File: src/hw/rtl/jfs_pkg.sv
// jfs_pkg: shared types, sizes and helpers for the five-point stencil sweep unit
// no dependencies; compiled first
`default_nettype none

package jfs_pkg;

	localparam int MAX_BLOCK   = 256;
	localparam int VALUE_BITS  = 24;
	localparam int HEAT_BITS   = 40;
	localparam int SIZE_BITS   = 9;
	localparam int BLOCK_RESET = 128;
	localparam int LINE_DEPTH  = MAX_BLOCK + 2;
	localparam int SUM_BITS    = VALUE_BITS + 3;
	localparam int FIFO_DEPTH  = 8;
	localparam int PTR_BITS    = $clog2(FIFO_DEPTH);
	localparam int LVL_BITS    = $clog2(FIFO_DEPTH + 1);

	typedef logic [VALUE_BITS-1:0] value_t;
	typedef logic [HEAT_BITS-1:0]  heat_t;
	typedef logic [SIZE_BITS-1:0]  size_t;
	typedef logic [PTR_BITS-1:0]   ptr_t;
	typedef logic [LVL_BITS-1:0]   level_t;

	// one stencil result waiting for heat accumulation
	typedef struct packed {
		value_t new_value;
		logic   last_cell;
	} stencil_res_t;

	// front to queue
	typedef struct packed {
		logic         valid;
		stencil_res_t res;
	} fifo_wr_t;

	// queue status toward front and back
	typedef struct packed {
		logic         not_empty;
		level_t       level;
		stencil_res_t head;
	} fifo_stat_t;

	// size register write: zero reads as one, anything above the maximum saturates
	function automatic size_t clamp_size(input size_t v);
		size_t r;
		r = v;
		if (v == '0) begin
			r = size_t'(1);
		end else if (v > size_t'(MAX_BLOCK)) begin
			r = size_t'(MAX_BLOCK);
		end
		return r;
	endfunction

endpackage

`default_nettype wire

File: src/hw/rtl/jfs_if.sv
// jfs_cell_if and jfs_result_if: valid/ready request channels of the stencil unit
// depends on jfs_pkg
`default_nettype none


interface jfs_result_if;
	logic            valid;
	logic            ready;
	jfs_pkg::value_t new_value;
	jfs_pkg::heat_t  heat_total;
	logic            last_cell;

	modport source(output valid, output new_value, output heat_total, output last_cell,
		input ready);
	modport sink(input valid, input new_value, input heat_total, input last_cell,
		output ready);
endinterface

`default_nettype wire

File: src/hw/rtl/jfs_back.sv
// jfs_back: running heat sum and registered result output
// depends on jfs_pkg and jfs_result_if
`default_nettype none

module jfs_back (
	input  wire                 clk,
	input  wire                 arst_n,
	input  wire                 cfg_we,
	input  jfs_pkg::fifo_stat_t fifo_stat,
	output logic                pop,
	jfs_result_if.source        results
);

	jfs_pkg::heat_t  heat_q, heat_next;
	logic            out_vld_q;
	jfs_pkg::value_t out_value_q;
	jfs_pkg::heat_t  out_heat_q;
	logic            out_last_q;

	assign pop       = fifo_stat.not_empty && (!out_vld_q || results.ready);
	assign heat_next = heat_q + jfs_pkg::heat_t'(fifo_stat.head.new_value);

	always_ff @(posedge clk or negedge arst_n) begin
		if (!arst_n) begin
			heat_q    <= '0;
			out_vld_q <= 1'b0;
		end else begin
			if (cfg_we) begin
				heat_q <= '0;
			end else if (pop) begin
				heat_q <= fifo_stat.head.last_cell ? '0 : heat_next;
			end
			if (pop) begin
				out_vld_q <= 1'b1;
			end else if (results.ready) begin
				out_vld_q <= 1'b0;
			end
		end
	end

	always_ff @(posedge clk) begin
		if (pop) begin
			out_value_q <= fifo_stat.head.new_value;
			out_heat_q  <= heat_next;
			out_last_q  <= fifo_stat.head.last_cell;
		end
	end

	assign results.valid      = out_vld_q;
	assign results.new_value  = out_value_q;
	assign results.heat_total = out_heat_q;
	assign results.last_cell  = out_last_q;

endmodule

`default_nettype wire

File: src/flat_wrapper.sv
// flat-port wrapper written by rule: the top's interface ports become plain ports
module jfs_back_flat 
  (clk, arst_n, cfg_we, fifo_stat, pop, results_valid, results_new_value, results_heat_total, results_last_cell, results_ready);
  jfs_result_if results_i ();
  input  wire clk;
  input  wire arst_n;
  input  wire cfg_we;
  input  jfs_pkg::fifo_stat_t fifo_stat;
  output logic pop;
  output wire logic [$bits(results_i.valid)-1:0] results_valid;
  output wire logic [$bits(results_i.new_value)-1:0] results_new_value;
  output wire logic [$bits(results_i.heat_total)-1:0] results_heat_total;
  output wire logic [$bits(results_i.last_cell)-1:0] results_last_cell;
  input wire logic [$bits(results_i.ready)-1:0] results_ready;
  assign results_valid = results_i.valid;
  assign results_new_value = results_i.new_value;
  assign results_heat_total = results_i.heat_total;
  assign results_last_cell = results_i.last_cell;
  assign results_i.ready = results_ready;
  jfs_back u_core (.clk(clk), .arst_n(arst_n), .cfg_we(cfg_we), .fifo_stat(fifo_stat), .pop(pop), .results(results_i));
endmodule
File: config.mk
export PLATFORM = sky130hd
export DESIGN_NAME = jfs_back_flat
export DESIGN_NICKNAME = d
export VERILOG_FILES = /design/src/hw/rtl/jfs_pkg.sv /design/src/hw/rtl/jfs_if.sv /design/src/hw/rtl/jfs_back.sv /design/src/flat_wrapper.sv
export SDC_FILE = /design/constraint.sdc
export NUM_CORES = 1
export LEC_CHECK = 0
export BUFFER_PORTS_ARGS = -buffer_cell sky130_fd_sc_hd__buf_2
export CAP_MARGIN = 20
export CORE_MARGIN = 2
export CORE_UTILIZATION = 55
export DETAILED_ROUTE_END_ITERATION = 12
export GPL_TIMING_DRIVEN = 0
export PLACE_DENSITY = 0.89
export SETUP_SLACK_MARGIN = 0.3
export SYNTH_ARGS = -nofsm -noshare
export SYNTH_HDL_FRONTEND = slang
export SYNTH_SLANG_ARGS = --single-unit
File: constraint.sdc
create_clock -name clk -period 3.8 [get_ports clk]
set_input_delay 0.95 -clock clk [delete_from_list [all_inputs] [get_ports clk]]
set_output_delay 0.95 -clock clk [all_outputs]
set_load 0.02 [all_outputs]
==> flow_summary_export.csv <==
group,metric,value,unit
cells_and_area,design_area,0.00599,mm^2
grt,antenna_found_initial,0,
clock_network,tritoncts,"built",
worst_setup_path,critPathArrivalTime,3.42,ns
grt,grt_max_degree,48,
die,die_w,100,um
die,start_util,55.8,%
cells_and_area,finish.utilization,65.8,%
timing,whs,0.416,ns
synth,synth_edf_count,65,
power_and_ir_drop,ir_worst_vdd,0.000259,V
timing,fin_crit,3.30,ns
run_status,outcome,"completed",
timing,fin_ws,0.502,ns
place,pre_cts_slack,-0.263,ns
timing,fin_crit_sh,86.8,%
die,core-area,0.00911,mm^2
cells_and_area,finalNonFillerCells,644,
synth,yosys.area_share.simple,9.72,%
synth,synth.avg_cell_area,12.2,um^2
drt,via_count,3828,
synth,yosys-mux-area-fraction,0,%
synth,synth-adder-area-share,6.30,%
timing,setup_viol,0,
synth,synth_top_family_by_area,"compound AO/OA/AOI/OAI gates",
synth,async_flop_share,38.7,%
cells_and_area,nets,588,
drt,drt_iter0_drc,216,
die,die_area,0.0100,mm^2
min_path,hp-class,"in2async",
place,dp_cells,626,
grt,track_usage,23.6,%
synth,ys_warn_count,0,
cells_and_area,syn_to_final_growth,17.8,%
clock_network,htreeDepth,3,
drt,antenna_left,0,
clock_network,clk_pin_slew,0.10,ns
drt,finalWirelength,11400,um
worst_setup_path,criticalPathCategory,"in2reg",
synth,netlist_instances,418,
synth,synth_seq_cells,106,
cells_and_area,fillers,706,
synth,syn_nets,477,
worst_setup_path,cp_max_fo,10,
clock_network,numCtsBuffers,9,
timing,hold_viol,0,
synth,yosysSeqAreaShare,58.6,%
synth,synth-compound-area-share,17.1,%
timing,drv_slew,0,
place,routabilityCongestion,0.885,
cells_and_area,seq_area,0.00298,mm^2
power_and_ir_drop,p_per_area,413,mW/mm^2
synth,synth_top_flop_cell,"edfxtp_1",
timing,tns,0,ns
clock_network,cts-root-buf,"clkbuf_8",
synth,syn-cell-area,0.00508,mm^2
drt,viasPerCell,5.94,
cells_and_area,final_layout_size_suffix_gt1_share,25.0,%
power_and_ir_drop,total_power,2.47,mW
synth,synthTopCellsByArea,"edfxtp_1, dfrtp_1, ha_1",
synth,yosys.cell_types.count,54,
synth,synth-xor-area-share,6.03,%
timing,slew-limit-headroom,43.0,%
drt,first_pass_iters,5,
clock_network,clockBufferDepth,2,
grt,grt_pass1_vias,3735,
drt,wl_per_cell,17.8,um
timing,finClkSkew,0.0134,ns
job,maxCapViolations,0,
worst_setup_path,crit_required,3.92,ns
die,io_pins,101,
cells_and_area,multiInputGateArea,0.00200,mm^2
timing,max_slew.worst_pin.slew,0.848,ns
place,dpl_cell_area,0.00573,mm^2
die,die_y,100,um
cells_and_area,n_antenna_cell,0,
place,io_buffers,96,
timing,rsz0062_at_grt,"false",
place,dpl.hpwl,7910,um
clock_network,insertion_delay,0.37,ns
synth,yosysTopAreaCell,"edfxtp_1",
synth,synth_top_area_share,38.4,%
power_and_ir_drop,leakage,2.58,nW
clock_network,cts.sinks,106,
grt,grt_overflow,0,
worst_setup_path,cp-end-kind,"register",
grt,grt_pass1_wl,18500,um
drt,drc,0,
die,rows,35,
timing,fmax,303,MHz
worst_setup_path,cp-start-kind,"input pin",
kinds of logic after synthesis:
family / after synthesis
AND/OR/NAND/NOR: 97
flip-flops: 106
XOR/XNOR: 35
AO/OA/AOI/OAI: 126
buffers and inverters: 29
adder cells (fa/ha/maj): 25
cell usage in the layout, fill, tap and decap left out, drive strengths merged, types with 2 or more instances in the layout:
cell,Yosys,layout
a22o,23,23
bufinv,0,2
and3,7,7
ha,24,24
o31ai,6,6
nor3,6,6
a31oi,7,7
edfxtp,65,65
nor2,20,20
nor3b,2,2
nand2,29,29
nand3,9,9
o21ai,28,28
inv,11,10
o211ai,5,5
or3,4,4
dfrtp,41,41
buf,2,102
nand2b,6,6
xnor2,24,24
xor2,11,11
a22oi,2,2
o21a,2,2
a41oi,3,3
nor2b,5,5
a21o,4,4
a21oi,34,34
nand4,6,6
clkinv,0,3
a32oi,2,2
clkbuf,16,26
registers in the layout (all words and copies together), names as in the netlist:
name	flops
u_core.results.heat_total	40
u_core.results.new_value	24
u_core.results.valid	1
u_core.heat_q	40
u_core.results.last_cell	1
cells in the mapped netlist (11+ instances only):
master    count
xor2_1       11
a21oi_1      34
inv_1        11
ha_1         24
o21ai_0      24
clkbuf_1     14
nor2_1       20
xnor2_1      24
a22o_1       23
edfxtp_1     65
nand2_1      29
dfrtp_1      41
worst paths after layout:
kind	startpoint	endpoint	slack [ns]	cells after the start
max	fifo_stat[1]	u_core.results.heat_total[32]$_DFFE_PP_	0.50	13
min	arst_n	u_core.heat_q[30]$_DFFE_PN0P_	0.42	1
max reg2reg	u_core.heat_q[0]$_DFFE_PN0P_	u_core.results.heat_total[32]$_DFFE_PP_	0.81	12
min reg2reg	u_core.heat_q[39]$_DFFE_PN0P_	u_core.heat_q[39]$_DFFE_PN0P_	0.51	1
max in group asynchronous	arst_n	u_core.heat_q[18]$_DFFE_PN0P_	2.91	2
min in group clk	u_core.heat_q[39]$_DFFE_PN0P_	u_core.heat_q[39]$_DFFE_PN0P_	0.51	1
critical path, cell delays in order:
cell,delay (ns)
buf_2,0.10
ha_1,0.20
inv_1,0.06
fa_1,0.40
nand2b_1,0.18
a21oi_1,0.19
o21ai_1,0.18
o21ai_2,0.22
a41oi_2,0.22
o21ai_4,0.20
buf_4,0.21
nand3_1,0.14
xnor2_1,0.17
cell type report:
class	instances	share of cell area, %
inverter	11	0.752
clock inverter	5	1.32
buffer	18	1.29
sequential	106	49.7
tap	111	2.32
timing repair buffer	100	8.94
multi-input combinational	283	33.4
clock buffer	10	2.30
power breakdown:
group          leakage, nW  switching (mW)  internal [mW]
Combinational         1.28           0.259          0.132
Clock                0.112           0.373          0.385
Sequential            1.19          0.0208           1.30
routing by layer:
| metal | global-route usage [%] | up-vias | share of wire, % |
|---|---|---|---|
| met3 | 3.62 | 29 | 6.0 |
| li1 | - | 1793 | - |
| met4 | 8.54 | 0 | 2.0 |
| met2 | 39.7 | 171 | 48 |
| met5 | 0 | - | 0 |
| met1 | 31.3 | 1835 | 44 |
timing repair:
| action | 4_1_cts | 5_1_grt |
|---|---|---|
| pin swaps | 1 | 1 |
| setup buffers | 1 | 1 |
| gates cloned | 0 | 0 |
| endpoints found under the setup margin | 5 | 11 |
| hold buffers | 0 | 0 |
| resized for setup | 2 | 2 |
Note: power is estimated with default switching activity, not from simulation.
