## config.mk

```make
export PLATFORM = sky130hd
export DESIGN_NAME = jfs_fifo
export DESIGN_NICKNAME = d
export VERILOG_FILES = /design/src/hw/rtl/jfs_pkg.sv /design/src/hw/rtl/jfs_fifo.sv
export SDC_FILE = /design/constraint.sdc
export NUM_CORES = 1
export LEC_CHECK = 0
export BUFFER_PORTS_ARGS = -buffer_cell sky130_fd_sc_hd__buf_4
export CAP_MARGIN = 0
export CORE_MARGIN = 10
export CORE_UTILIZATION = 60
export DETAILED_ROUTE_END_ITERATION = 12
export PLACE_DENSITY = 0.9
export SLEW_MARGIN = 20
export SYNTH_ARGS = -nofsm -noshare
export SYNTH_HDL_FRONTEND = slang
export SYNTH_SLANG_ARGS = --single-unit
```

## constraint.sdc

```tcl
create_clock -name clk -period 3.39 [get_ports clk]
set_clock_uncertainty 0.2 [all_clocks]
set_input_delay 0.339 -clock clk [delete_from_list [all_inputs] [get_ports clk]]
set_output_delay 0.339 -clock clk [all_outputs]
set_load 0.05 [all_outputs]
```

## src/hw/rtl/jfs_pkg.sv

```systemverilog
// jfs_pkg: shared types, sizes and helpers for the five-point stencil sweep unit
// no dependencies; compiled first
`default_nettype none

package jfs_pkg;

	localparam int MAX_BLOCK   = 256;
	localparam int VALUE_BITS  = 24;
	localparam int HEAT_BITS   = 40;
	localparam int SIZE_BITS   = 9;
	localparam int BLOCK_RESET = 128;
	localparam int LINE_DEPTH  = MAX_BLOCK + 2;
	localparam int SUM_BITS    = VALUE_BITS + 3;
	localparam int FIFO_DEPTH  = 8;
	localparam int PTR_BITS    = $clog2(FIFO_DEPTH);
	localparam int LVL_BITS    = $clog2(FIFO_DEPTH + 1);

	typedef logic [VALUE_BITS-1:0] value_t;
	typedef logic [HEAT_BITS-1:0]  heat_t;
	typedef logic [SIZE_BITS-1:0]  size_t;
	typedef logic [PTR_BITS-1:0]   ptr_t;
	typedef logic [LVL_BITS-1:0]   level_t;

	// one stencil result waiting for heat accumulation
	typedef struct packed {
		value_t new_value;
		logic   last_cell;
	} stencil_res_t;

	// front to queue
	typedef struct packed {
		logic         valid;
		stencil_res_t res;
	} fifo_wr_t;

	// queue status toward front and back
	typedef struct packed {
		logic         not_empty;
		level_t       level;
		stencil_res_t head;
	} fifo_stat_t;

	// size register write: zero reads as one, anything above the maximum saturates
	function automatic size_t clamp_size(input size_t v);
		size_t r;
		r = v;
		if (v == '0) begin
			r = size_t'(1);
		end else if (v > size_t'(MAX_BLOCK)) begin
			r = size_t'(MAX_BLOCK);
		end
		return r;
	endfunction

endpackage

`default_nettype wire

```

## src/hw/rtl/jfs_fifo.sv

```systemverilog
// jfs_fifo: short result queue between the stencil front and the heat back end
// depends on jfs_pkg
`default_nettype none

module jfs_fifo (
	input  wire                 clk,
	input  wire                 arst_n,
	input  jfs_pkg::fifo_wr_t   fifo_wr,
	input  wire                 pop,
	output jfs_pkg::fifo_stat_t fifo_stat
);

	jfs_pkg::stencil_res_t entry_q [jfs_pkg::FIFO_DEPTH];
	jfs_pkg::ptr_t         wr_ptr_q, rd_ptr_q;
	jfs_pkg::level_t       level_q;

	always_ff @(posedge clk) begin
		if (fifo_wr.valid) begin
			entry_q[wr_ptr_q] <= fifo_wr.res;
		end
	end

	always_ff @(posedge clk or negedge arst_n) begin
		if (!arst_n) begin
			wr_ptr_q <= '0;
			rd_ptr_q <= '0;
			level_q  <= '0;
		end else begin
			if (fifo_wr.valid) begin
				wr_ptr_q <= wr_ptr_q + jfs_pkg::ptr_t'(1);
			end
			if (pop) begin
				rd_ptr_q <= rd_ptr_q + jfs_pkg::ptr_t'(1);
			end
			case ({fifo_wr.valid, pop})
				2'b10:   level_q <= level_q + jfs_pkg::level_t'(1);
				2'b01:   level_q <= level_q - jfs_pkg::level_t'(1);
				default: level_q <= level_q;
			endcase
		end
	end

	assign fifo_stat.not_empty = (level_q != '0);
	assign fifo_stat.level     = level_q;
	assign fifo_stat.head      = entry_q[rd_ptr_q];

endmodule

`default_nettype wire

```

==> key figures, run 1 <==
Status
  • Outcome: finished clean

Global route
  • Vias in the first global route: around 4200
  • Initial antenna violation count: 0
  • GRT Total Usage: 18.0%
  • GRT overflow: 0
  • Pin count of the biggest net entering global routing: 30
  • First-pass GRT wire length: 25100 um

Routing
  • Drt total wl: 16700 um
  • Routed Antenna Nets: 0
  • Via density: ~6
  • DRC: 0
  • Via count: slightly below 4000
  • Routed WL per cell: around 26 um
  • 1st-pass router iterations: 5
  • DRT iter0 DRCs: 295

Die
  • I/O pin count: 59
  • Core area: between 10000 and 15000 um2
  • Row count: 42
  • Die width: ~140 um
  • Total die area: roughly 19000 um2
  • Die Span Y: approximately 140 um
  • Initial Utilization: 61.9%

Hold path
  • Hold Crit Class: input port to asynchronous set/reset pin

Finish
  • Nets: 480
  • P&R area growth vs syn: 19.4%
  • Layout cells sized above 1: between 20 and 30%
  • Post-route cell area: about 9900 um2
  • Filler Cells Inserted: 715
  • Number of diodes: 0

STA
  • Worst-margin pin slew: between 0.9 and 1 ns
  • Max Slew Vio Count: 0
  • Slew HR: between 30 and 40%
  • Period utilization: between 80 and 90%
  • Setup_tns: 0 ns
  • Tmin final: between 3 and 4 ns
  • Final hold vios: 0
  • Hold WS: 0.0629 ns
  • Final setup fails: 0
  • Fmax: 331 MHz
  • RSZ-0062 raised after global routing: false

Synth
  • Area share of the largest cell type after synthesis: a little over 70%
  • Syn Std Cell Area: between 8000 and 9000 um2
  • Synth unique cells: 23
  • Syn Nets: 377
  • Synth area leaders: edfxtp_1 73%, mux4_1 16%, mux2_2 3.8%
  • EDFF count, synth: 200
  • FF+latch count, synth: 210
  • Syn_area_per_cell: about 24 um2
  • Syn Inst Count: roughly 340
  • Yosys warning count: 0
  • Most frequent cell after synthesis: edfxtp_1
  • Prevailing post-synth register cell: edfxtp_1
  • Async S/R FF share, synth: approximately 4.8%
  • Synth cell count leaders: 200 x edfxtp_1, 49 x mux4_1, 28 x mux2_2, 10 x dfrtp_1
  • Seq/Total Area, Yosys: 75.8%
  • Yosys top cell by area: edfxtp_1

Power and ir drop
  • Sw frac: 35.4%
  • Clock Power Share: between 20% and 30%
  • Seq pwr share: 38.5%
  • Total power: 9.11 mW
  • PwrDens: ~920 nW/um2
  • Static leakage: ~3.4 nW
  • Peak supply drop: approximately 0.0006 V
  • Sw Pwr: between 3 and 4 mW
  • Combinational share of power: a little under two fifths
  • Pint: between 5 and 6 mW

Setup path
  • WP data arrival: 2.48 ns
  • Worst R2R Start: wr_ptr_q[0]$_DFFE_PN0P_
  • Flop2flop setup slack: 1.22 ns
  • Worst Path Max Fanout: 29
  • CP dominant cell by count: buf_4
  • CP Depth: 4
  • Worst path max stage delay: ~0.8 ns
  • Top Family by Delay on Critical Path: flip-flops
  • CP startpoint: rd_ptr_q[1]$_DFFE_PN0P_
  • RR Endpoint: entry_q[6][2]$_DFFE_PP_
  • Worst path slowest cell: dfrtp_2
  • Cells along the critical path: buf_4, mux4_1, mux2_2, buf_4
  • CP Capture Type: output port
  • CP Class: register to output port
  • Crit start category: register
  • R2R depth: 2
  • CP required: approximately 2.9 ns
  • Crit path capture: fifo_stat[9]
  • WP buf/inv: 2

Clock network
  • H-tree Lvls: 1
  • Clk buf depth: 3
  • TritonCTS clock tree: done
  • # clock sinks: 210
  • Clk slew on worst S/H paths: 0.06 ns
  • CTS Root Cell: clkbuf_16
  • Clk_lat worst skew: 0.48 ns
  • Total CTS buffers: 20

Placed design
  • Routability cong.: 0.732
  • Hpwl dp: about 9000 um
  • Placed inst area: ~8900 um2
  • Buffers on Ports: slightly below 60

Flow run
  • Max-cap violations: 0
[power by group through the flow]
stage,Clock [mW],Sequential [mW],Combinational (mW)
4_1_cts,2.19,3.51,3.47
3_5_place_dp,0,3.54,3.40
2_1_floorplan,0,3.52,2.44
3_3_place_gp,0,3.50,3.33
5_1_grt,2.29,3.54,3.58
6_report,2.18,3.51,3.42
[cells in the final DEF, fill, tap and decap left out, types with 5 or more instances in the layout]
cell type,n
edfxtp_1,200
buf_4,68
mux4_1,49
mux2_2,28
dlygate4sd3_1,28
clkbuf_16,21
dfrtp_1,8
xor2_1,6
nor2_4,6
clkinv_2,6
ha_1,5
[logic make-up (layout without fill, tap and decap cells)]
group                      after synthesis  count (layout)  synth area share (%)
AOI/OAI and AO/OA                        4               4                 0.303
xor gates and xnor gates                 9               9                 0.955
adders and majority gates                5               5                 0.758
buffers and inverters                   16             132                  1.29
DFF                                    210             210                  75.8
muxes                                   78              78                  19.7
and+or+nand+nor                         21              21                  1.24
[timing repair]
| item | CTS | global route |
|---|---|---|
| endpoints found under the hold margin | 216 | 0 |
| hold buffers | 28 | 0 |
| setup buffers | 0 | 0 |
| resized for setup | 0 | 0 |
| endpoints found under the setup margin | 0 | 0 |
[metrics by stage]
step | util, % | std cells | setup slack (ns)
after floorplan | - | 343 | 0.426
after global placement | 67.0 | 572 | 0.973
after detailed placement | 67.0 | 572 | 0.900
after CTS | 73.9 | 635 | 0.329
after global routing | 73.9 | 635 | 0.309
final | 73.9 | 635 | 0.368
[flip-flops by register name, summed over array words and instances, names as in the netlist]
| signal | cells |
|---|---|
| wr_ptr_q | 3 |
| level_q | 4 |
| entry_q | 200 |
| rd_ptr_q | 3 |
[layer usage]
metal	share of wire (%)	track usage [%]
met5	0	0
met4	3.1	7.67
met3	5.5	3.06
met2	54	32.2
met1	38	21.1
[worst min-delay path by stage]
stage / from / end / cells past startpoint / slack, ns
detailed placement: arst_n / level_q[3]$_DFFE_PN0P_ / 1 / -0.03
finish: arst_n / wr_ptr_q[0]$_DFFE_PN0P_ / 2 / 0.06
floorplan: arst_n / level_q[0]$_DFFE_PN0P_ / 0 / -0.16
global route: arst_n / wr_ptr_q[1]$_DFFE_PN0P_ / 2 / 0.07
CTS: arst_n / wr_ptr_q[1]$_DFFE_PN0P_ / 2 / 0.008
global placement: arst_n / level_q[3]$_DFFE_PN0P_ / 1 / -0.03
[final cells by class]
class / count / area, um2 / share of cell area [%]
clock inverters: 12 / 105 / 1.07
flip-flops and latches: 210 / 6260 / 63.5
inverters: 1 / 3.75 / 0.0381
multi-input cells: 117 / 1950 / 19.8
repair buffers: 96 / 791 / 8.02
well taps: 176 / 220 / 2.23
clock buffers: 23 / 533 / 5.41
(Power assumes the default switching activity.)
==> inputs of run 2 (changes only) <==
Settings changed: CORE_ASPECT_RATIO set to 1.2, SKIP_LAST_GASP set to 1.
==> key figures, run 2 (synthesized netlist as in run 1, its figures left out) <==
Status
  • Outcome: finished clean

Setup path
  • CP startpoint: rd_ptr_q[0]$_DFFE_PN0P_
  • CP Class: register to output port
  • Top Family by Delay on Critical Path: multiplexers
  • WP data arrival: 2.57 ns (+0.09 ns)
  • CP Capture Type: output port
  • Crit start category: register
  • WP buf/inv: 2 (unchanged)
  • Worst path slowest cell: dfrtp_2
  • Worst R2R Start: wr_ptr_q[0]$_DFFE_PN0P_
  • CP required: 2.85 ns (about the same)
  • Worst path max stage delay: 0.65 ns (-0.13 ns)
  • CP dominant cell by count: buf_4
  • Worst Path Max Fanout: 16 (-45%)
  • Cells along the critical path: buf_4, mux4_1, mux2_2, buf_4

Clock network
  • Clk slew on worst S/H paths: 0.06 ns (about the same)
  • CTS Root Cell: clkbuf_16
  • Clk buf depth: 3 (unchanged)
  • Total CTS buffers: 19 (-5.0%)
  • TritonCTS clock tree: done
  • Clk_lat worst skew: 0.48 ns (about the same)
  • H-tree Lvls: 1 (unchanged)
  • # clock sinks: 210 (unchanged)
  • Hold_buf cts: 28 (unchanged)
  • Postcts setup bufs: 0 (unchanged)
  • Post-CTS Resized: 0 (unchanged)

Finish
  • Commonest non-fill, non-tap cell in the layout: edfxtp_1
  • Layout cells sized above 1: 29.2% (-0.45 points)
  • P&R area growth vs syn: 19.2%
  • Nets: 488 (+1.7%)
  • Multi-input logic area: 1920 um2 (-1.5%)
  • Max FFs per register: 200 (unchanged)
  • Sequential Area: 6260 um2 (unchanged)
  • Largest register by flop count: entry_q
  • Filler Cells Inserted: 730 (+2.1%)
  • Largest registers: entry_q (200), level_q (4)
  • Leading cell types in the layout, fill and taps excluded: 200 x edfxtp_1, 74 x buf_4, 49 x mux4_1, 28 x mux2_2, 28 x dlygate4sd3_1
  • Finished Layout Cells: 635 (unchanged)

Routing
  • Routed WL per cell: 26.2 um (-0.79%)
  • DRT iter0 DRCs: 247 (-16%)
  • Routed Antenna Nets: 0 (unchanged)
  • 1st-pass router iterations: 6 (+1)
  • Drt total wl: 16600 um (-0.79%)
  • Via density: 6.16 (+0.10%)
  • Via count: 3914 (+0.10%)
  • DRC: 0 (unchanged)

Placed design
  • Hpwl dp: 9500 um (+5.7%)
  • Buffers on Ports: 58 (unchanged)
  • Placed cells: 573 (+0.17%)
  • Routability cong.: 0.710 (-3.0%)

Power and ir drop
  • Static leakage: 3.46 nW (+0.22%)
  • PwrDens: 906 nW/um2 (-1.9%)
  • Peak supply drop: 0.000629 V (+4.7%)

Global route
  • Vias in the first global route: 4216 (+0.93%)
  • First-pass GRT wire length: 25300 um (+0.72%)
  • GRT Total Usage: 17.6% (-0.40 points)
  • Initial antenna violation count: 1 (+1)
  • Gr busiest metal: met2
  • Grt met3 use: 2.35% (-0.71 points)
  • Met1 Use GR: 21.4% (+0.31 points)
  • Pin count of the biggest net entering global routing: 28 (-6.7%)
  • GRT overflow: 0 (unchanged)
  • Met2 usage: 31.3% (-0.83 points)

STA
  • Setup_tns: 0 ns (unchanged)
  • RSZ-0062 raised after global routing: false
  • Max Slew Vio Count: 0 (unchanged)
  • Slew HR: 56.1% (+21 points)
  • Final hold vios: 0 (unchanged)
  • Final setup fails: 0 (unchanged)
  • Worst-margin pin slew: 0.658 ns (-0.319 ns)
  • Fmax: 322 MHz (-2.8%)
  • Tmin final: 3.11 ns (+0.0873 ns)
  • Period utilization: 91.7% (+2.6 points)

Die
  • Initial Utilization: 61.8% (about the same)
  • Total die area: 18900 um2 (+0.11%)
  • Row count: 46 (+9.5%)
  • Die Span Y: 149 um (+8.2%)
  • I/O pin count: 59 (unchanged)
  • Core area: 13400 um2 (about the same)
  • Die width: 127 um (-7.4%)

Flow run
  • Max-cap violations: 0 (unchanged)

Hold path
  • Hold Crit Class: input port to asynchronous set/reset pin
## run 2: changes by cell type in the layout (fill, tap and decap cells not counted)
| cell | previous run | this run |
|---|---|---|
| buf_12 | 0 | 3 |
| buf_4 | 68 | 74 |
| bufinv_16 | 2 | 1 |
| clkbuf_1 | 2 | 8 |
| clkbuf_16 | 21 | 19 |
| clkinv_1 | 4 | 5 |
| clkinv_2 | 6 | 0 |
| diode_2 | 0 | 1 |
| nor2_2 | 0 | 6 |
| nor2_4 | 6 | 0 |
## run 2: area by class of cell
type / count / share of cell area (%)
sequential: 210 / 63.6
multi-input combinational: 117 / 19.5
timing repair buffer: 105 / 9.10
clock buffer: 27 / 5.13
tap: 168 / 2.14
clock inverter: 6 / 0.496
inverter: 1 / 0.0381
antenna: 1 / 0.0254
## run 2: final timing paths
path / slack [ns] / to / cells past startpoint
worst min-delay path: 0.03 / level_q[0]$_DFFE_PN0P_ / 2
min in group clk: 0.28 / level_q[3]$_DFFE_PN0P_ / 1
worst max register to register: 1.14 / entry_q[6][11]$_DFFE_PP_ / 3
max in group asynchronous: 2.80 / rd_ptr_q[0]$_DFFE_PN0P_ / 2
worst max-delay path: 0.28 / fifo_stat[17] / 4
worst min register to register: 0.28 / level_q[3]$_DFFE_PN0P_ / 1
## run 2: per-layer routing
layer  share of wire (%)  routed length, um
met3                 4.4                737
met5                   0                  0
met1                  39               6500
met2                  54               8970
met4                 2.4                398
## run 2: stage by stage
stage               setup WS, ns  cell area [um2]  hold WS (ns)  utilization, %  power (mW)
floorplan                  0.426             8260        -0.157               -        5.96
global placement           0.864             9010       -0.0168            67.5        6.86
detailed placement         0.803             9010       -0.0150            67.5        6.99
CTS                        0.254             9840        0.0202            73.7        9.00
global route               0.210             9840        0.0429            73.7        9.25
finish                     0.281             9840        0.0287            73.7        8.92
## run 2: power breakdown
part	switching (mW)	internal (mW)
Clock	0.835	1.11
Combinational	2.02	1.38
Sequential	0.290	3.28
Total	3.15	5.77
